===== src/design/scas_pkg.sv =====
// Shared constants and handshake structs for the self-calibrating axis scaler.
package scas_pkg;

    // Width of every configuration register and of the scaled value.
    localparam int CFG_BITS = 8;
    // Width of the signed displacement result.
    localparam int DISP_BITS = 9;
    // Width of the configuration register index.
    localparam int CFG_IDX_BITS = 2;
    // Step counter width for the eight-step serial multiply and divide.
    localparam int STEP_BITS = $clog2(CFG_BITS);

    // Configuration register indexes.
    localparam logic [CFG_IDX_BITS-1:0] REG_OUT_RANGE   = 2'd0;
    localparam logic [CFG_IDX_BITS-1:0] REG_DEAD_BAND   = 2'd1;
    localparam logic [CFG_IDX_BITS-1:0] REG_REST_CENTER = 2'd2;

    // Reset values of the configuration registers.
    localparam logic [CFG_BITS-1:0] RST_OUT_RANGE   = 8'd12;
    localparam logic [CFG_BITS-1:0] RST_DEAD_BAND   = 8'd3;
    localparam logic [CFG_BITS-1:0] RST_REST_CENTER = 8'd6;

    // Control from the sequencer to the serial multiply/divide unit.
    typedef struct packed {
        logic start;
    } t_md_ctrl;

    // Status from the serial multiply/divide unit back to the sequencer.
    typedef struct packed {
        logic done;
    } t_md_stat;

endpackage


===== src/design/self_calibrating_axis_scaler.sv =====
// Top level of the self-calibrating axis scaler with dead band.
// Each input beat carries an axis number and a raw sample. The block widens
// that axis's stored minimum and maximum to include the sample, scales the
// sample onto 0..out_range as (sample - min) * out_range / (max - min) with
// truncation (zero when max equals min), and returns the signed offset from
// rest_center, zeroed within dead_band and negated for axis 1. One item is
// worked at a time, from acceptance to the result beat: take the beat,
// update calibration, eight shift-add multiply steps and eight restoring
// divide steps in the serial scaling unit, then finish and load the output
// register. A new beat is taken in the cycle after the result is loaded,
// even while that result still waits downstream. Configuration must be
// written through the plain write port only while the block is idle; the
// block itself does not enforce this. out_range, dead_band and rest_center
// sit at indexes 0, 1 and 2.
module self_calibrating_axis_scaler import scas_pkg::*; #(
    parameter int SAMPLE_BITS = 10,
    parameter int NUM_AXES    = 2
) (
    input  logic                    i_clk,
    input  logic                    i_rst_n,
    input  logic                    i_in_valid,
    output logic                    o_in_stall,
    input  logic                    i_axis_select,
    input  logic [SAMPLE_BITS-1:0]  i_sample,
    output logic                    o_out_valid,
    input  logic                    i_out_stall,
    output logic signed [DISP_BITS-1:0] o_displacement,
    input  logic                    i_cfg_we,
    input  logic [CFG_IDX_BITS-1:0] i_cfg_index,
    input  logic [CFG_BITS-1:0]     i_cfg_data
);

    typedef enum logic [1:0] {
        ST_IDLE,
        ST_CAL,
        ST_CALC,
        ST_DONE
    } t_state;

    t_state                      r_state;
    logic                        r_out_valid;
    logic signed [DISP_BITS-1:0] r_disp;
    logic                        r_axis;
    logic [SAMPLE_BITS-1:0]      r_sample;
    logic [CFG_BITS-1:0]         r_out_range;
    logic [CFG_BITS-1:0]         r_dead_band;
    logic [CFG_BITS-1:0]         r_rest_center;

    logic                        w_axis_ok;
    logic [SAMPLE_BITS-1:0]      w_lo;
    logic [SAMPLE_BITS-1:0]      w_hi;
    t_md_ctrl                    w_md_ctrl;
    t_md_stat                    w_md_stat;
    logic [CFG_BITS-1:0]         w_scaled;
    logic signed [DISP_BITS:0]   n_diff;
    logic signed [DISP_BITS:0]   n_mag;
    logic signed [DISP_BITS:0]   n_kept;
    logic signed [DISP_BITS:0]   n_res;
    logic                        n_in_take;
    logic                        n_out_load;

    // Axis numbers past the configured count leave state alone and give zero.
    assign w_axis_ok = (int'(r_axis) < NUM_AXES);

    assign n_in_take  = i_in_valid && (r_state == ST_IDLE);
    assign n_out_load = (r_state == ST_DONE) && (!r_out_valid || !i_out_stall);

    // Configuration registers.
    always_ff @(posedge i_clk) begin
        if (!i_rst_n) begin
            r_out_range   <= RST_OUT_RANGE;
            r_dead_band   <= RST_DEAD_BAND;
            r_rest_center <= RST_REST_CENTER;
        end else if (i_cfg_we) begin
            case (i_cfg_index)
                REG_OUT_RANGE:   r_out_range   <= i_cfg_data;
                REG_DEAD_BAND:   r_dead_band   <= i_cfg_data;
                REG_REST_CENTER: r_rest_center <= i_cfg_data;
                default: begin
                end
            endcase
        end
    end

    // Calibration store.
    scas_calib #(
        .SAMPLE_BITS (SAMPLE_BITS),
        .NUM_AXES    (NUM_AXES)
    ) u_calib (
        .i_clk    (i_clk),
        .i_rst_n  (i_rst_n),
        .i_update ((r_state == ST_CAL) && w_axis_ok),
        .i_axis   (r_axis),
        .i_sample (r_sample),
        .o_lo     (w_lo),
        .o_hi     (w_hi)
    );

    // Serial scaling unit.
    assign w_md_ctrl.start = (r_state == ST_CAL);

    scas_muldiv #(
        .SAMPLE_BITS (SAMPLE_BITS)
    ) u_muldiv (
        .i_clk       (i_clk),
        .i_rst_n     (i_rst_n),
        .i_ctrl      (w_md_ctrl),
        .i_sample    (r_sample),
        .i_lo        (w_lo),
        .i_hi        (w_hi),
        .i_out_range (r_out_range),
        .o_stat      (w_md_stat),
        .o_quotient  (w_scaled)
    );

    // Dead band around the rest center, then the inversion for axis 1.
    always_comb begin
        n_diff = $signed({2'b00, w_scaled}) - $signed({2'b00, r_rest_center});
        n_mag  = (n_diff < 0) ? -n_diff : n_diff;
        n_kept = (n_mag > $signed({2'b00, r_dead_band})) ? n_diff : '0;
        if (!w_axis_ok) begin
            n_res = '0;
        end else if (r_axis) begin
            n_res = -n_kept;
        end else begin
            n_res = n_kept;
        end
    end

    // Item sequencer and output register.
    always_ff @(posedge i_clk) begin
        if (!i_rst_n) begin
            r_state     <= ST_IDLE;
            r_out_valid <= 1'b0;
        end else begin
            if (n_out_load) begin
                r_out_valid <= 1'b1;
                r_disp      <= n_res[DISP_BITS-1:0];
            end else if (!i_out_stall) begin
                r_out_valid <= 1'b0;
            end
            case (r_state)
                ST_IDLE: begin
                    if (n_in_take) begin
                        r_axis   <= i_axis_select;
                        r_sample <= i_sample;
                        r_state  <= ST_CAL;
                    end
                end
                ST_CAL: begin
                    r_state <= ST_CALC;
                end
                ST_CALC: begin
                    if (w_md_stat.done) begin
                        r_state <= ST_DONE;
                    end
                end
                ST_DONE: begin
                    if (n_out_load) begin
                        r_state <= ST_IDLE;
                    end
                end
                default: begin
                    r_state <= ST_IDLE;
                end
            endcase
        end
    end

    assign o_in_stall     = (r_state != ST_IDLE);
    assign o_out_valid    = r_out_valid;
    assign o_displacement = r_disp;

endmodule


===== src/design/scas_calib.sv =====
// Per-axis running minimum and maximum tracking for the axis scaler.
module scas_calib import scas_pkg::*; #(
    parameter int SAMPLE_BITS = 10,
    parameter int NUM_AXES    = 2
) (
    input  logic                   i_clk,
    input  logic                   i_rst_n,
    input  logic                   i_update,
    input  logic                   i_axis,
    input  logic [SAMPLE_BITS-1:0] i_sample,
    output logic [SAMPLE_BITS-1:0] o_lo,
    output logic [SAMPLE_BITS-1:0] o_hi
);

    logic [SAMPLE_BITS-1:0] r_min [NUM_AXES];
    logic [SAMPLE_BITS-1:0] r_max [NUM_AXES];
    logic [NUM_AXES-1:0]    w_sel;
    logic [SAMPLE_BITS-1:0] w_cur_lo;
    logic [SAMPLE_BITS-1:0] w_cur_hi;

    // Decode the axis and pick its current calibration pair.
    always_comb begin
        w_cur_lo = '1;
        w_cur_hi = '0;
        for (int k = 0; k < NUM_AXES; k++) begin
            w_sel[k] = (int'(i_axis) == k);
            if (w_sel[k]) begin
                w_cur_lo = r_min[k];
                w_cur_hi = r_max[k];
            end
        end
    end

    // The bounds are widened so that they include the new sample.
    assign o_lo = (i_sample < w_cur_lo) ? i_sample : w_cur_lo;
    assign o_hi = (i_sample > w_cur_hi) ? i_sample : w_cur_hi;

    // Store the widened bounds for the selected axis.
    always_ff @(posedge i_clk) begin
        if (!i_rst_n) begin
            for (int k = 0; k < NUM_AXES; k++) begin
                r_min[k] <= '1;
                r_max[k] <= '0;
            end
        end else if (i_update) begin
            for (int k = 0; k < NUM_AXES; k++) begin
                if (w_sel[k]) begin
                    r_min[k] <= o_lo;
                    r_max[k] <= o_hi;
                end
            end
        end
    end

endmodule


===== src/design/scas_muldiv.sv =====
// Bit-serial scaling unit: shift-add multiply by out_range, then restoring divide.
module scas_muldiv import scas_pkg::*; #(
    parameter int SAMPLE_BITS = 10
) (
    input  logic                   i_clk,
    input  logic                   i_rst_n,
    input  t_md_ctrl               i_ctrl,
    input  logic [SAMPLE_BITS-1:0] i_sample,
    input  logic [SAMPLE_BITS-1:0] i_lo,
    input  logic [SAMPLE_BITS-1:0] i_hi,
    input  logic [CFG_BITS-1:0]    i_out_range,
    output t_md_stat               o_stat,
    output logic [CFG_BITS-1:0]    o_quotient
);

    localparam int PROD_BITS = SAMPLE_BITS + CFG_BITS;

    typedef enum logic [1:0] {
        MD_IDLE,
        MD_MUL,
        MD_DIV
    } t_md_state;

    t_md_state              r_state;
    logic [STEP_BITS-1:0]   r_step;
    logic                   r_done;
    logic                   r_flat;
    logic [SAMPLE_BITS-1:0] r_a;
    logic [SAMPLE_BITS-1:0] r_d;
    logic [CFG_BITS-1:0]    r_mul_sr;
    logic [PROD_BITS-1:0]   r_prod;
    logic [SAMPLE_BITS-1:0] r_rem;
    logic [CFG_BITS-1:0]    r_num_sr;
    logic [CFG_BITS-1:0]    r_quot;

    logic [PROD_BITS-1:0]   n_prod;
    logic [SAMPLE_BITS:0]   n_trial;
    logic [SAMPLE_BITS:0]   n_diff;
    logic                   n_ge;
    logic                   n_last;

    // One multiply step: shift the product and add the offset if the range bit is set.
    assign n_prod = {r_prod[PROD_BITS-2:0], 1'b0}
                  + (r_mul_sr[CFG_BITS-1] ? {{CFG_BITS{1'b0}}, r_a} : '0);

    // One divide step: bring down the next numerator bit and try the subtraction.
    assign n_trial = {r_rem, r_num_sr[CFG_BITS-1]};
    assign n_diff  = n_trial - {1'b0, r_d};
    assign n_ge    = (n_trial >= {1'b0, r_d});
    assign n_last  = (r_step == STEP_BITS'(CFG_BITS - 1));

    // Sequencer for the two serial phases.
    always_ff @(posedge i_clk) begin
        if (!i_rst_n) begin
            r_state <= MD_IDLE;
            r_step  <= '0;
            r_done  <= 1'b0;
        end else begin
            r_done <= 1'b0;
            case (r_state)
                MD_IDLE: begin
                    if (i_ctrl.start) begin
                        r_a      <= i_sample - i_lo;
                        r_d      <= i_hi - i_lo;
                        r_flat   <= (i_hi == i_lo);
                        r_mul_sr <= i_out_range;
                        r_prod   <= '0;
                        r_step   <= '0;
                        r_state  <= MD_MUL;
                    end
                end
                MD_MUL: begin
                    r_prod   <= n_prod;
                    r_mul_sr <= {r_mul_sr[CFG_BITS-2:0], 1'b0};
                    r_step   <= r_step + STEP_BITS'(1);
                    if (n_last) begin
                        // The quotient fits in eight bits, so the upper product bits
                        // already lie below the divisor.
                        r_rem    <= n_prod[PROD_BITS-1:CFG_BITS];
                        r_num_sr <= n_prod[CFG_BITS-1:0];
                        r_state  <= MD_DIV;
                    end
                end
                MD_DIV: begin
                    r_rem    <= n_ge ? n_diff[SAMPLE_BITS-1:0] : n_trial[SAMPLE_BITS-1:0];
                    r_quot   <= {r_quot[CFG_BITS-2:0], n_ge};
                    r_num_sr <= {r_num_sr[CFG_BITS-2:0], 1'b0};
                    r_step   <= r_step + STEP_BITS'(1);
                    if (n_last) begin
                        r_done  <= 1'b1;
                        r_state <= MD_IDLE;
                    end
                end
                default: begin
                    r_state <= MD_IDLE;
                end
            endcase
        end
    end

    // A flat calibration maps every sample to zero.
    assign o_quotient  = r_flat ? '0 : r_quot;
    assign o_stat.done = r_done;

endmodule


===== config.mk =====
export PLATFORM = sky130hd
export DESIGN_NAME = self_calibrating_axis_scaler
export DESIGN_NICKNAME = d
export VERILOG_FILES = /design/src/design/scas_pkg.sv /design/src/design/self_calibrating_axis_scaler.sv /design/src/design/scas_calib.sv /design/src/design/scas_muldiv.sv
export SDC_FILE = /design/constraint.sdc
export NUM_CORES = 1
export LEC_CHECK = 0
export BUFFER_PORTS_ARGS = -buffer_cell sky130_fd_sc_hd__clkbuf_2
export CORE_ASPECT_RATIO = 0.5
export CORE_MARGIN = 8
export CORE_UTILIZATION = 45
export DETAILED_ROUTE_END_ITERATION = 7
export HOLD_SLACK_MARGIN = 0.06
export PLACE_DENSITY = 0.66
export SLEW_MARGIN = 20
export SYNTH_ARGS = -nofsm -noshare
export SYNTH_HDL_FRONTEND = slang
export SYNTH_HIERARCHICAL = 1
export SYNTH_SLANG_ARGS = --single-unit

===== constraint.sdc =====
create_clock -name i_clk -period 6.55 [get_ports i_clk]
set_input_delay 0.655 -clock i_clk [delete_from_list [all_inputs] [get_ports i_clk]]
set_output_delay 0.655 -clock i_clk [all_outputs]
set_load 0.005 [all_outputs]

Word-level counts from Yosys, hierarchy flattened
Memory sizes are Yosys's and may differ from the RTL's.
Cells that the tools add are included.
{ "word_totals": {"n_memories": 2, "output_inout_bits": 11, "mem_bits_rw": 40, "elab_cells": 123, "inputBits": 26, "ff_bits": 125} }
{ "memory_table": {"columns": ["memory", "depth", "width", "read_ports", "rd_ports_with_merged_regs", "wr", "line", "source"], "rows": [
  ["u_calib.r_max", 2, 10, 2, 0, 2, "scas_calib.sv:16", "logic [SAMPLE_BITS-1:0] r_max [NUM_AXES];"],
  ["u_calib.r_min", 2, 10, 2, 0, 2, "scas_calib.sv:15", "logic [SAMPLE_BITS-1:0] r_min [NUM_AXES];"]
]} }
{ "op_classes": {"addsub": 8, "eq_ne": 16, "n_mux": 44, "n_bitwise": 4, "n_reduce_logical": 25, "magnitude_cmp": 5} }
{ "op_table": {"columns": ["operator", "count"], "rows": [
  ["$mux 10", 12],
  ["$pmux 17 s2", 1],
  ["$pmux 8 s2", 2],
  ["$sub 10x10->10", 3],
  ["$mux 8", 3],
  ["$pmux 10 s2", 1],
  ["$add 18x10->18", 1],
  ["$mux 9", 2],
  ["$reduce_and 3->1", 6],
  ["$mux 17", 1],
  ["$mux 1", 12],
  ["$mux 2", 6],
  ["$reduce_and 2->1", 6],
  ["$ge 11x10->1", 1],
  ["$eq 10x10->1", 1],
  ["$gt 10x10->1", 1],
  ["$gt 10x9->1", 1],
  ["$lt 10x10->1", 1],
  ["$neg 9->10", 1],
  ["$lt 9x1->1 const B", 1],
  ["$neg 9->9", 1],
  ["$sub 8x8->9", 1],
  ["$eq 2x2->1 const B", 4],
  ["$ne 2x1->1 const B", 4],
  ["other kinds (15)", 29]
]} }

Depth between registers and ports, before layout
Gate-level depths: netlist (run 1).
{ "depth": {"word_depth": 8, "depth_mapped": 22} }

Cells and area by module
The synthesis (run 1) kept the hierarchy.
{ "modules_own_cells": {"columns": ["module", "cells_per_inst", "seq_area_each_um2", "area_per_inst_um2", "instances"], "rows": [
  ["scas_muldiv", 444, 2282.2, 4906.0, 1],
  ["self_calibrating_axis_scaler", 276, 1141.1, 2788.9, 1],
  ["scas_calib", 208, 1201.2, 2396.0, 1]
]} }

Least setup slack after synthesis (run 1)
OpenSTA, ideal clock, no wires.
{ "synth_timing": {"path_kind": "register to register", "startpoint": "register u_muldiv.r_flat", "endpoint": "register r_disp[8] (netlist: o_displacement[8]), data pin", "slack_ns": 1.729, "t_arrival_ns": 4.560, "setup_time_ns": 0.261, "path_stages_with_launch": 22, "cell_sequence": "edfxtp_1 -> nor2b_1 -> inv_1 -> ha_1 -> inv_1 -> fa_1 -> a211o_2 -> o21ai_2 -> xnor2_2 -> or3_4 -> o31ai_1 -> xnor2_1 -> ha_1 -> a211o_1 -> a21oi_1 -> a31oi_1 -> a31oi_2 -> nand2b_1 -> ha_1 -> o21ai_2 -> o21bai_1 -> a311o_1"} }
{ "synth_via": {"elab_chain_len": 8} }
{ "synth_rtl": {"columns": ["item", "line", "source"], "rows": [
  ["start, declared", "scas_muldiv.sv:27", "logic r_flat;"],
  ["start signal, assigned", "scas_muldiv.sv:65", "r_flat <= (i_hi == i_lo);"],
  ["$mux 8 (*)", "scas_muldiv.sv:102", "assign o_quotient = r_flat ? '0 : r_quot;"],
  ["net w_scaled[0]", "self_calibrating_axis_scaler.sv:54", "logic [CFG_BITS-1:0] w_scaled;"],
  ["$sub 8x8->9 (*)", "self_calibrating_axis_scaler.sv:118", "n_diff = $signed({2'b00, w_scaled}) - $signed({2'b00, r_rest_center});"],
  ["$neg 9->10 or $lt 9x1->1 (tied branches)", "self_calibrating_axis_scaler.sv:119", "n_mag = (n_diff < 0) ? -n_diff : n_diff;"],
  ["$mux 10", "self_calibrating_axis_scaler.sv:119", null],
  ["$gt 10x9->1", "self_calibrating_axis_scaler.sv:120", "n_kept = (n_mag > $signed({2'b00, r_dead_band})) ? n_diff : '0;"],
  ["$mux 9 (*)", "self_calibrating_axis_scaler.sv:120", null],
  ["$neg 9->9", "self_calibrating_axis_scaler.sv:124", "n_res = -n_kept;"],
  ["$mux 9 (*)", "self_calibrating_axis_scaler.sv:123", "end else if (r_axis) begin"],
  ["net n_res[8]", "self_calibrating_axis_scaler.sv:58", "logic signed [DISP_BITS:0] n_res;"],
  ["end signal, assigned", "self_calibrating_axis_scaler.sv:138", "r_disp <= n_res[DISP_BITS-1:0];"],
  ["end, declared", "self_calibrating_axis_scaler.sv:42", "logic signed [DISP_BITS-1:0] r_disp;"]
]} }
The timed path passes the listed nets; every way through them passes the cells marked *.
A chain may end at the register's enable or synchronous reset.

Final worst setup path (run 1)
Ends and elaborated chain as after synthesis.

==> summary.md, run 1 <==
| Metric | Value |
|---|---|
| Status | `complete, no violations` |
| Residual DRC | `0` |
| Max FO, Critical Path | `8` |
| GRT Total Usage | `15.0%` |
| Final wirelength | `20.6 mm` |
| Setup repair bufs after CTS | `0` |
| Slew @ Worst Pin | `0.970 ns` |
| Final Hold Viols | `0` |
| Max-Cap Viols | `0` |
| Starting Density | `46.2%` |
| CTS Hold Bufs | `0` |
| Core area | `0.0218 mm^2` |
| Clock Sinks | `165` |
| CP Launch Type | `flop` |
| Setup Crit Path Kind | `flop to flop` |
| Maximum vdd drop | `191 uV` |
| Share of layout cells above drive strength 1 | `12.5%` |
| FF-to-FF setup slack | `1.16 ns` |
| CTS Buf Count | `17` |
| Setup TNS | `0 ns` |
| P&R area growth vs syn | `11.7%` |
| GRT overflow | `0` |
| GP Congestion | `0.847` |
| Clock Pin Slew Worst Setup and Hold Paths | `0.07 ns` |
| Hold Crit Depth | `1` |
| Syn Area/Cell | `10.9 um^2` |
| DP HPWL | `15.5 mm` |
| 1st-pass router iterations | `5` |
| CTS tree | `yes` |
| Synth area leader | `edfxtp_1` |
| Std-Cell Rows | `38` |
| PwrDens | `386 mW/mm^2` |
| # nets final | `1,076` |
| Pin count of the biggest net entering global routing | `36` |
| Synth cell types | `77` |
| Port bufs | `36` |
| R2R Path End | `o_displacement[8]` |
| R2R depth | `21` |
| #FFs+latches synth | `165` |
| I/O pin count | `37` |
| Endpoints failing setup | `0` |
| CTS max path bufs | `2` |
| Worst hold endpoint | `r_sample[4]` |
| Syn nets | `1,042` |
| Worst slack, placed | `1.22 ns` |
| Clock Latency Late Sink | `0.43 ns` |
| Mapped Cells | `928` |
| Tcrit/Tclk final | `82.3%` |
| Sequential share of the synthesized area | `45.8%` |
| Cts repair resizes | `0` |
| Die W | `228 um` |
| Crit. End Element | `flop` |
| Hold path start | `i_sample[4]` |
| Clock H-tree levels | `4` |
| HP Class | `input port to flop` |
| Clock root buffer | `clkbuf_16` |
| Clk_skew | `0.00949 ns` |
| Lkg Pwr | `4.47 nW` |
| Placed Instance Area | `0.0106 mm^2` |
| Antenna cells | `0` |
| Synth async-reset ratio | `0%` |
| Yosys top cell area share | `39.3%` |
| Final worst path period need | `5.39 ns` |
| Post-synth EDFFs | `132` |
| RSZ-0062 raised after global routing | `no` |
| CP arrival | `5.57 ns` |
| Post-DRT Antenna Nets | `0` |
| Wirelength per Cell | `16.2 um` |
| Synth Flop Type | `edfxtp_1` |
| Pins Over Slew Limit | `0` |
| Global-route wire length before repair | `33.7 mm` |
| Final setup margin | `1.16 ns` |
| Via Count | `6,849` |
| Via/cell ratio | `5.37` |
| F_max | `186 MHz` |
| Synth top area cells | `edfxtp_1, ha_1, dfxtp_1, mux2i_1, nor2b_1` |
| Normalized max-slew margin | `35.2%` |
| Reg2Reg Launch Point | `u_muldiv/r_flat` |
| # fillers | `1,908` |
| Number of DRC markers in iteration 0 | `436` |
| Die area | `0.0278 mm^2` |
| Synth warn | `6` |
| Vias in the first global route | `6,747` |
| CP required | `6.73 ns` |
| Cell Area, Synth | `0.0101 mm^2` |
| Post-route cell area | `0.0113 mm^2` |
| Die height | `122 um` |
| Initial antenna violation count | `0` |
## cells in the mapped netlist, types with 4 or more instances
cell and n:
edfxtp_1 132, ha_1 83, inv_1 71, mux2i_1 58, nand2_1 49, nor2_1 49
nor2b_1 48, a21oi_1 39, o21ai_0 35, dfxtp_1 33, xor2_1 29, and2_1 27
xnor2_1 20, a21o_1 18, nor3_1 18, clkbuf_1 17, mux2_2 13, o21ai_1 13
nand3_1 12, nor3b_1 11, and3_1 10, nand4_1 10, or3_1 10, nand2b_1 8
a211oi_1 7, o21a_1 7, o31ai_1 7, buf_2 5, fa_1 5, o211ai_1 5
o21bai_1 4, or2_2 4
## report_power, final
group / total, mW / internal [mW] / switching (mW)
Clock: 1.18 / 0.765 / 0.411
Sequential: 1.48 / 1.41 / 0.0747
Combinational: 1.70 / 0.700 / 1.00
Total: 4.36 / 2.87 / 1.49
## sequential cells by signal, summed over array words and instances, names as in the netlist, 2 cells and up
register and cells:
u_muldiv/r_mul_sr 8, o_displacement 9, r_rest_center 8, u_calib/r_max 20, u_calib/r_min 20, r_state 2, u_muldiv/r_quot 8, r_dead_band 8
u_muldiv/r_rem 10, r_sample 10, u_muldiv/r_a 10, u_muldiv/r_prod 17, u_muldiv/r_state 2, r_out_range 8, u_muldiv/r_step 3, u_muldiv/r_d 10
u_muldiv/r_num_sr 8
## layout make-up
cell class | instances | area [um^2] | area share [%]
clock inverters | 12 | 250 | 2.22
clock buffers | 20 | 447 | 3.96
well taps | 300 | 375 | 3.33
multi-input cells | 663 | 5070 | 45.0
flip-flops and latches | 165 | 4620 | 41.0
inverters | 72 | 270 | 2.40
repair buffers | 43 | 233 | 2.06
## per-layer routing
| layer | global-route usage (%) | share of wire (%) | wire [um] |
|---|---|---|---|
| met5 | 0 | 0 | 0 |
| met4 | 5.98 | 1.8 | 379 |
| met3 | 3.27 | 3.4 | 697 |
| met2 | 24.7 | 46 | 9530 |
| met1 | 19.1 | 49 | 10000 |
## metrics by stage
stage / power [mW] / utilization (%) / instances / hold slack [ns]
6_report: 4.36 / 51.7 / 1275 / 0.398
5_1_grt: 4.62 / 51.7 / 1275 / 0.375
4_1_cts: 4.39 / 51.6 / 1275 / 0.371
3_5_place_dp: 3.20 / 48.4 / 1243 / 0.431
3_3_place_gp: 3.13 / 48.4 / 1243 / 0.425
2_1_floorplan: 2.80 / - / 928 / 0.418
## worst max-delay path by stage
stage	endpoint	cells after the start	startpoint	slack [ns]
3_5_place_dp	o_displacement[8]	21	u_muldiv/r_flat	1.22
5_1_grt	o_displacement[8]	21	u_muldiv/r_flat	0.80
3_3_place_gp	o_displacement[8]	21	u_muldiv/r_flat	1.42
6_report	o_displacement[8]	21	u_muldiv/r_flat	1.16
4_1_cts	o_displacement[8]	21	u_muldiv/r_flat	1.18
2_1_floorplan	o_displacement[8]	21	u_muldiv/r_flat	1.73
## cells in the final DEF (no fill, tap or decap), types with 18 or more instances in the layout
master / n
nand2_1: 49
edfxtp_1: 132
nor2_1: 48
nor2b_1: 48
inv_1: 71
and2_1: 27
mux2i_1: 58
clkbuf_2: 36
a21o_1: 18
xnor2_1: 20
nor3_1: 18
dfxtp_1: 33
a21oi_1: 39
xor2_1: 29
ha_1: 83
o21ai_0: 34
## logic make-up after synthesis
group | synth area share [%]
simple gates | 14.7
compound gates | 12.2
flops | 45.8
buf+inv | 4.07
fa+ha+maj | 11.3
mux | 7.32
xor+xnor | 4.58
## critical path, stage by stage, from the launching register on
cell,delay [ns]
edfxtp_1,0.49
nor2b_1,0.08
inv_1,0.06
ha_1,0.14
inv_1,0.05
fa_1,0.45
a211o_2,0.41
o21ai_2,0.09
xnor2_2,0.16
or3_4,0.43
o31ai_1,0.28
xnor2_1,0.16
ha_1,0.27
a211o_1,0.30
a21oi_1,0.16
a31oi_1,0.24
a31oi_2,0.36
nand2b_1,0.19
ha_1,0.20
o21ai_2,0.09
o21bai_1,0.17
a311o_1,0.35
Power figures use the tool's default switching activity.
==> run 2, diff against run 1 <==
ABC_AREA = 1   (was unset)
PLACE_DENSITY = 0.68   (was 0.66)
clock period = 4.8 ns   (was 6.55 ns; I/O delays follow)
==> run 2 against run 1 <==
  * Clock power grew 14%
  * Final area up 2.9%
  * Critical path type unchanged
  * Non-clock buffer count up 4
  * Via count up 21%
  * Global-route usage grew 1.6 points
  * Sequential share of layout area shrank 1.1 points
  * Worst setup slack worse by 0.82 ns
  * Largest cell class unchanged
  * Sequential power is 43% higher
  * Sequential cell count unchanged
==> summary.md, run 2 <==
| Metric | Value |
|---|---|
| CP arrival | `4.65 ns (-0.92 ns)` |
| 1st-pass router iterations | `5 (unchanged)` |
| HP Class | `input port to flop` |
| Clock H-tree levels | `4 (unchanged)` |
| DP HPWL | `17.4 mm (+12%)` |
| Layout Utilization | `50.7% (-0.99 points)` |
| Clock Pin Slew Worst Setup and Hold Paths | `0.07 ns (about the same)` |
| CP Launch Type | `flop` |
| Tcrit/Tclk final | `92.9% (+11 points)` |
| CTS Buf Count | `17 (unchanged)` |
| CTS tree | `yes` |
| Synth top area cells | `edfxtp_1, nand2_1, ha_1, inv_1, dfxtp_1` |
| Cell Area, Synth | `0.0105 mm^2 (+4.3%)` |
| Antenna cells | `0 (unchanged)` |
| Most common cell after layout, fill and taps aside | `nand2_1` |
| CTS max path bufs | `2 (unchanged)` |
| Syn nets | `1,373 (+32%)` |
| Setup TNS | `0 ns (unchanged)` |
| Clock Latency Late Sink | `0.44 ns (about the same)` |
| Post-Layout Cell Count | `1,620 (+27%)` |
| Critical path's top delay family | `simple AND/OR/NAND/NOR gates` |
| Part of the power in registers | `34.5% (+0.5 points)` |
| Pins Over Slew Limit | `0 (unchanged)` |
| Yosys top cell area share | `37.7% (-1.6 points)` |
| FF-to-FF setup slack | `0.34 ns (-0.82 ns)` |
| Internal Pwr Total | `3.70 mW (+29%)` |
| Worst slack, placed | `0.132 ns (-1.08 ns)` |
| Port bufs | `36 (unchanged)` |
| Core area | `0.0229 mm^2 (+4.9%)` |
| Clock root buffer | `clkbuf_16` |
| Switching pwr | `2.43 mW (+64%)` |
| #FFs+latches synth | `165 (unchanged)` |
| GRT overflow | `0 (unchanged)` |
| Clock Sinks | `165 (unchanged)` |
| Pin count of the biggest net entering global routing | `33 (-8.3%)` |
| Vias in the first global route | `7,883 (+17%)` |
| Slowest cell on crit path | `fa_1` |
| Mapped Cells | `1,259 (+36%)` |
| Final wirelength | `23.3 mm (+13%)` |
| Sequential share of the synthesized area | `43.9% (-1.9 points)` |
| Die area | `0.0288 mm^2 (+3.9%)` |
| Std-Cell Rows | `39 (+2.6%)` |
| Placed Cells | `1,587 (+28%)` |
| R2R Path End | `o_displacement[2]` |
| Final setup margin | `0.342 ns (-0.818 ns)` |
| Sw Share | `39.7% (+5.6 points)` |
| Reg2Reg Launch Point | `u_muldiv/r_flat` |
| Lkg Pwr | `5.39 nW (+20%)` |
| Number of DRC markers in iteration 0 | `572 (+31%)` |
| Initial antenna violation count | `0 (unchanged)` |
| Worst hold endpoint | `r_sample[2]` |
| Via Count | `8,284 (+21%)` |
| Power Total | `6.13 mW (+41%)` |
| Die height | `124 um (+1.9%)` |
| PwrDens | `529 mW/mm^2 (+37%)` |
| Synth async-reset ratio | `0% (unchanged)` |
| Hold path start | `i_sample[2]` |
| Count leader, synth | `nand2_1` |
| Post-DRT Antenna Nets | `0 (unchanged)` |
| Buffers plus inverters on the worst setup path | `5 (+3)` |
| Final Hold Viols | `0 (unchanged)` |
| Post-synth EDFFs | `132 (unchanged)` |
| Global-route wire length before repair | `38.2 mm (+13%)` |
| CP Cell Sequence | `nor2_1 -> inv_1 -> ha_1 -> inv_1 -> fa_1 -> nor3_1 -> inv_1 -> nor3_2 -> nor2_1 -> xor2_1 -> ha_1 -> nand2_1 -> nor2_1 -> nand2_1 -> nand3_1 -> nand2_1 -> a21boi_2 -> nor2_1 -> nor2_1 -> inv_1 -> ha_1 -> nor2_1 -> inv_1 -> xor2_1` |
| Endpoints failing setup | `0 (unchanged)` |
| Syn Area/Cell | `8.36 um^2 (-23%)` |
| F_max | `224 MHz (+21%)` |
| GRT Total Usage | `16.5% (+1.6 points)` |
| Starting Density | `46.0% (-0.25 points)` |
| Residual DRC | `0 (unchanged)` |
| Max-Cap Viols | `0 (unchanged)` |
| Maximum vdd drop | `294 uV (+54%)` |
| CP max stage delay | `0.50 ns (about the same)` |
| Die W | `232 um (+2.0%)` |
| Synth cell types | `51 (-34%)` |
| Synth Flop Type | `edfxtp_1` |
| Clk_skew | `0.0157 ns (+0.00618 ns)` |
| # nets final | `1,414 (+31%)` |
| Max FO, Critical Path | `7 (-1)` |
| Share of layout cells above drive strength 1 | `10.3% (-2.2 points)` |
| P&R area growth vs syn | `10.2%` |
| Placed Instance Area | `0.0110 mm^2 (+4.2%)` |
| Normalized max-slew margin | `41.9% (+6.7 points)` |
| Most used cell, CP | `nor2_1` |
| Synth area leader | `edfxtp_1` |
| CP Depth | `24 (+14%)` |
| Worst Hold Slack | `0.223 ns (-0.175 ns)` |
| Synth warn | `6 (unchanged)` |
| CP required | `4.99 ns (-1.74 ns)` |
| GP Congestion | `0.876 (+3.4%)` |
| I/O pin count | `37 (unchanged)` |
| Largest regs | `u_calib/r_max x20, u_calib/r_min x20, u_muldiv/r_prod x17` |
| Status | `complete, no violations` |
| Slew @ Worst Pin | `0.871 ns (-0.0989 ns)` |
| Hold Crit Depth | `1 (unchanged)` |
| Final worst path period need | `4.46 ns (-0.932 ns)` |
| Wirelength per Cell | `14.4 um (-11%)` |
| Logic pwr share | `43.7% (+4.7 points)` |
| Most frequent cells in the layout | `nand2_1, inv_1, edfxtp_1` |
| Setup Crit Path Kind | `flop to flop` |
| Crit. End Element | `flop` |
| R2R depth | `24 (+14%)` |
| Synth top cells by count | `nand2_1, inv_1, edfxtp_1` |
| Clk pwr share | `21.8% (-5.2 points)` |
| Via/cell ratio | `5.11 (-4.8%)` |
| Post-route cell area | `0.0116 mm^2 (+2.9%)` |
## run 2: cell count changes after synthesis, sizes merged, moves of 14 or more
cell and change:
inv +145, and2 -25, mux2 -14, a21o -18
a21oi +21, nor2 +44, nand3 +90, mux2i -49
nand2 +276, nor2b -48
## run 2: power groups by stage
stage	sequential, mW	clock, mW	combinational (mW)
finish	2.12	1.34	2.68
global route	2.14	1.43	3.01
CTS	2.12	1.36	2.66
detailed placement	2.15	0	2.64
global placement	2.14	0	2.57
floorplan	2.11	0	2.07
## run 2: worst register-to-register path: stages (launching register included)
cell,delay [ns]
edfxtp_1,0.49
nor2_1,0.16
inv_1,0.05
ha_1,0.17
inv_1,0.09
fa_1,0.50
nor3_1,0.25
inv_1,0.11
nor3_2,0.19
nor2_1,0.09
xor2_1,0.15
ha_1,0.30
nand2_1,0.07
nor2_1,0.14
nand2_1,0.07
nand3_1,0.07
nand2_1,0.07
a21boi_2,0.22
nor2_1,0.13
nor2_1,0.13
inv_1,0.06
ha_1,0.19
nor2_1,0.22
inv_1,0.11
xor2_1,0.17
## run 2: timing repair
item | CTS | global route
endpoints found under the setup margin | 0 | 5
setup buffers | 0 | 1
hold buffers | 0 | 0
gates resized for setup | 0 | 3
## run 2: worst max-delay path by stage
stage,start,to
2_1_floorplan,u_muldiv/r_flat,o_displacement[2]
6_report,u_muldiv/r_flat,o_displacement[2]
4_1_cts,u_muldiv/r_flat,o_displacement[2]
3_5_place_dp,u_muldiv/r_flat,o_displacement[2]
5_1_grt,u_muldiv/r_flat,o_displacement[2]
3_3_place_gp,u_muldiv/r_flat,o_displacement[2]
## run 2: kinds of logic after synthesis
| group | synth area share, % |
|---|---|
| buffers and inverters | 9.46 |
| AOI/OAI and AO/OA | 7.16 |
| and+or+nand+nor | 24.7 |
| adders and majority gates | 10.8 |
| xor gates and xnor gates | 3.08 |
| DFF | 43.9 |
| muxes | 0.856 |
## run 2: layout make-up
type                            instances  area (um^2)
Inverter                              221          830
Clock inverter                         12          129
Timing Repair Buffer                   47          263
Sequential cell                       165         4620
Clock buffer                           20          437
Fill cell                            2126        11300
Tap cell                              307          384
Multi-Input combinational cell        848         4930
## run 2: layer usage
layer | GRT usage (%) | vias to the layer above | wire (um)
met5 | 0 | - | 0
met4 | 5.17 | 0 | 364
met3 | 3.41 | 31 | 1260
met2 | 26.7 | 203 | 10400
met1 | 22.3 | 3865 | 11300
li1 | - | 4185 | -
==> run 3, diff against run 2 <==
ABC_AREA = unset   (was 1)
==> run 3 against run 2 <==
  * Global-route usage down 1.5 points
  * Critical endpoint is now o_displacement[4]
  * Total power fell by 3.9%
  * Fmax down 6.5%
  * First-iteration DRC count is 40% lower
  * Worst setup slack worse by 0.31 ns
  * Clock skew decreased by 0.0039 ns
  * Hold slack got worse by 0.0025 ns
  * Non-clock buffer count up 15
  * Final area fell by 0.74%
==> summary.md, run 3 (synthesis gave the netlist of run 1 again) <==
| Metric | Value |
|---|---|
| Status | `complete, no violations` |
| Std-Cell Rows | `38 (-2.6%)` |
| Die height | `122 um (-1.8%)` |
| CP required | `5.04 ns (+0.05 ns)` |
| Largest regs | `u_calib/r_max x20, u_calib/r_min x20, u_muldiv/r_prod x17` |
| Number of DRC markers in iteration 0 | `342 (-40%)` |
| CTS max path bufs | `2 (unchanged)` |
| F_max | `210 MHz (-6.5%)` |
| Final wirelength | `21.1 mm (-9.5%)` |
| Most frequent cells in the layout | `edfxtp_1, ha_1, inv_1` |
| Die area | `0.0278 mm^2 (-3.7%)` |
| FF-to-FF setup slack | `0.03 ns (-0.31 ns)` |
| Global-route wire length before repair | `33.7 mm (-12%)` |
| RSZ-0062 raised after global routing | `yes` |
| Port bufs | `36 (unchanged)` |
| Final Hold Viols | `0 (unchanged)` |
| Most common cell after layout, fill and taps aside | `edfxtp_1` |
| Max-Cap Viols | `0 (unchanged)` |
| Clk_skew | `0.0118 ns (-0.00389 ns)` |
| P&R area growth vs syn | `14.1%` |
| Hold path start | `i_sample[7]` |
| Placed Instance Area | `0.0107 mm^2 (-3.1%)` |
| Tcrit/Tclk final | `99.3% (+6.4 points)` |
| Final setup margin | `0.0332 ns (-0.308 ns)` |
| Core area | `0.0218 mm^2 (-4.6%)` |
| Residual DRC | `0 (unchanged)` |
| Worst hold endpoint | `r_sample[7]` |
| Clock Latency Late Sink | `0.43 ns (about the same)` |
| Worst Hold Slack | `0.220 ns (-0.00245 ns)` |
| CTS tree | `yes` |
| CTS Buf Count | `17 (unchanged)` |
| Layout Utilization | `52.7% (+2.1 points)` |
| Setup Crit Path Kind | `flop to flop` |
| Max FO, Critical Path | `4 (-3)` |
| CP Launch Type | `flop` |
| R2R depth | `25 (+4.2%)` |
| HP Class | `input port to flop` |
| Initial antenna violation count | `0 (unchanged)` |
| GRT overflow | `0 (unchanged)` |
| # nets final | `1,095 (-23%)` |
| Vias in the first global route | `6,876 (-13%)` |
| Endpoints failing setup | `0 (unchanged)` |
| Clock Sinks | `165 (unchanged)` |
| DP HPWL | `15.4 mm (-11%)` |
| Hold Crit Depth | `1 (unchanged)` |
| Maximum vdd drop | `223 uV (-24%)` |
| Share of layout cells above drive strength 1 | `16.1% (+5.8 points)` |
| R2R Path End | `o_displacement[4]` |
| Worst slack, placed | `-0.0475 ns (-0.180 ns)` |
| PwrDens | `512 mW/mm^2 (-3.2%)` |
| Post-DRT Antenna Nets | `0 (unchanged)` |
| Wirelength per Cell | `16.3 um (+13%)` |
| GRT Total Usage | `15.0% (-1.5 points)` |
| Via/cell ratio | `5.37 (+5.1%)` |
| 1st-pass router iterations | `5 (unchanged)` |
| Reg2Reg Launch Point | `u_muldiv/r_quot[0]` |
| GP Congestion | `0.868 (-0.88%)` |
| CP arrival | `5.01 ns (+0.36 ns)` |
| Final worst path period need | `4.77 ns (+0.308 ns)` |
| Setup TNS | `0 ns (unchanged)` |
| Clock Pin Slew Worst Setup and Hold Paths | `0.06 ns (about the same)` |
| Post-route cell area | `0.0115 mm^2 (-0.74%)` |
| Clock H-tree levels | `4 (unchanged)` |
| Starting Density | `46.2% (+0.25 points)` |
| Normalized max-slew margin | `33.5% (-8.4 points)` |
| Pin count of the biggest net entering global routing | `36 (+9.1%)` |
| # fillers | `1,887 (-11%)` |
| Pins Over Slew Limit | `0 (unchanged)` |
| Lkg Pwr | `4.59 nW (-15%)` |
| Clock root buffer | `clkbuf_16` |
| Antenna cells | `0 (unchanged)` |
| Slew @ Worst Pin | `0.998 ns (+0.126 ns)` |
| Via Count | `6,954 (-16%)` |
| Die W | `228 um (-1.9%)` |
| Crit. End Element | `flop` |
| I/O pin count | `37 (unchanged)` |
## run 3: cell count changes in the layout (fill, tap and decap cells not counted), moves of 11 or more
cell,previous run,this run
nand2_1,302,48
inv_1,213,70
nand3_1,92,11
mux2i_1,9,58
nor2b_1,0,47
nor2_1,90,48
and2_1,0,27
nand2_2,24,2
a21oi_1,58,38
a21o_1,1,18
buf_4,11,24
mux2_2,0,12
xor2_1,17,29
nor3b_1,0,11
## run 3: per-layer routing
layer | vias to the layer above | track usage, % | wire length [um]
met5 | - | 0 | 0
met4 | 0 | 5.14 | 344
met3 | 26 | 3.46 | 881
met2 | 130 | 25.6 | 10100
met1 | 3338 | 18.8 | 9820
li1 | 3460 | - | -
## run 3: timing repair
item | CTS | global route
hold buffers | 0 | 0
setup buffers | 1 | 7
endpoints found under the setup margin | 1 | 4
gates resized for setup | 1 | 29
pin swaps | 1 | 19
## run 3: critical path, stage by stage, from the launching register on
cell	delay [ns]
edfxtp_1	0.38
nor2b_1	0.14
inv_1	0.05
ha_2	0.17
inv_2	0.04
fa_2	0.39
buf_4	0.14
buf_4	0.15
xnor2_4	0.14
buf_4	0.16
nand3_1	0.07
mux2_2	0.29
a211oi_2	0.26
nor2_1	0.08
xor2_1	0.18
ha_1	0.27
and4_1	0.21
o2bb2ai_2	0.12
a31oi_2	0.19
a31oi_2	0.08
or2_4	0.29
ha_4	0.17
buf_4	0.13
nand2b_4	0.13
mux2_4	0.26
o41ai_2	0.05
## run 3: cell type report
class / instances / area (um^2) / share of cell area, %
multi-input combinational: 663 / 5250 / 45.6
sequential: 165 / 4620 / 40.2
clock buffer: 25 / 508 / 4.41
timing repair buffer: 62 / 392 / 3.40
tap: 300 / 375 / 3.26
inverter: 72 / 270 / 2.35
clock inverter: 7 / 90.1 / 0.783
## run 3: worst max-delay path by stage
stage                             from           endpoint  slack [ns]  cells after the start
floorplan              u_muldiv/r_flat  o_displacement[8]        0.01                     21
global placement    u_muldiv/r_quot[0]  o_displacement[8]        0.11                     21
finish              u_muldiv/r_quot[0]  o_displacement[4]        0.03                     25
detailed placement  u_muldiv/r_quot[0]  o_displacement[8]       -0.05                     21
global route        u_muldiv/r_quot[0]  o_displacement[8]       -0.19                     22
CTS                 u_muldiv/r_quot[0]  o_displacement[8]        0.02                     21
## run 3: through the flow
step | total power [mW] | instances
after floorplan | 3.83 | 928
after global placement | 4.32 | 1254
after detailed placement | 4.40 | 1254
after CTS | 5.81 | 1287
after global routing | 6.26 | 1294
final | 5.89 | 1294
## run 3: power breakdown
group	switching (mW)	total, mW	internal, mW
logic	1.43	2.49	1.07
clock network	0.544	1.39	0.841
registers	0.0958	2.01	1.92
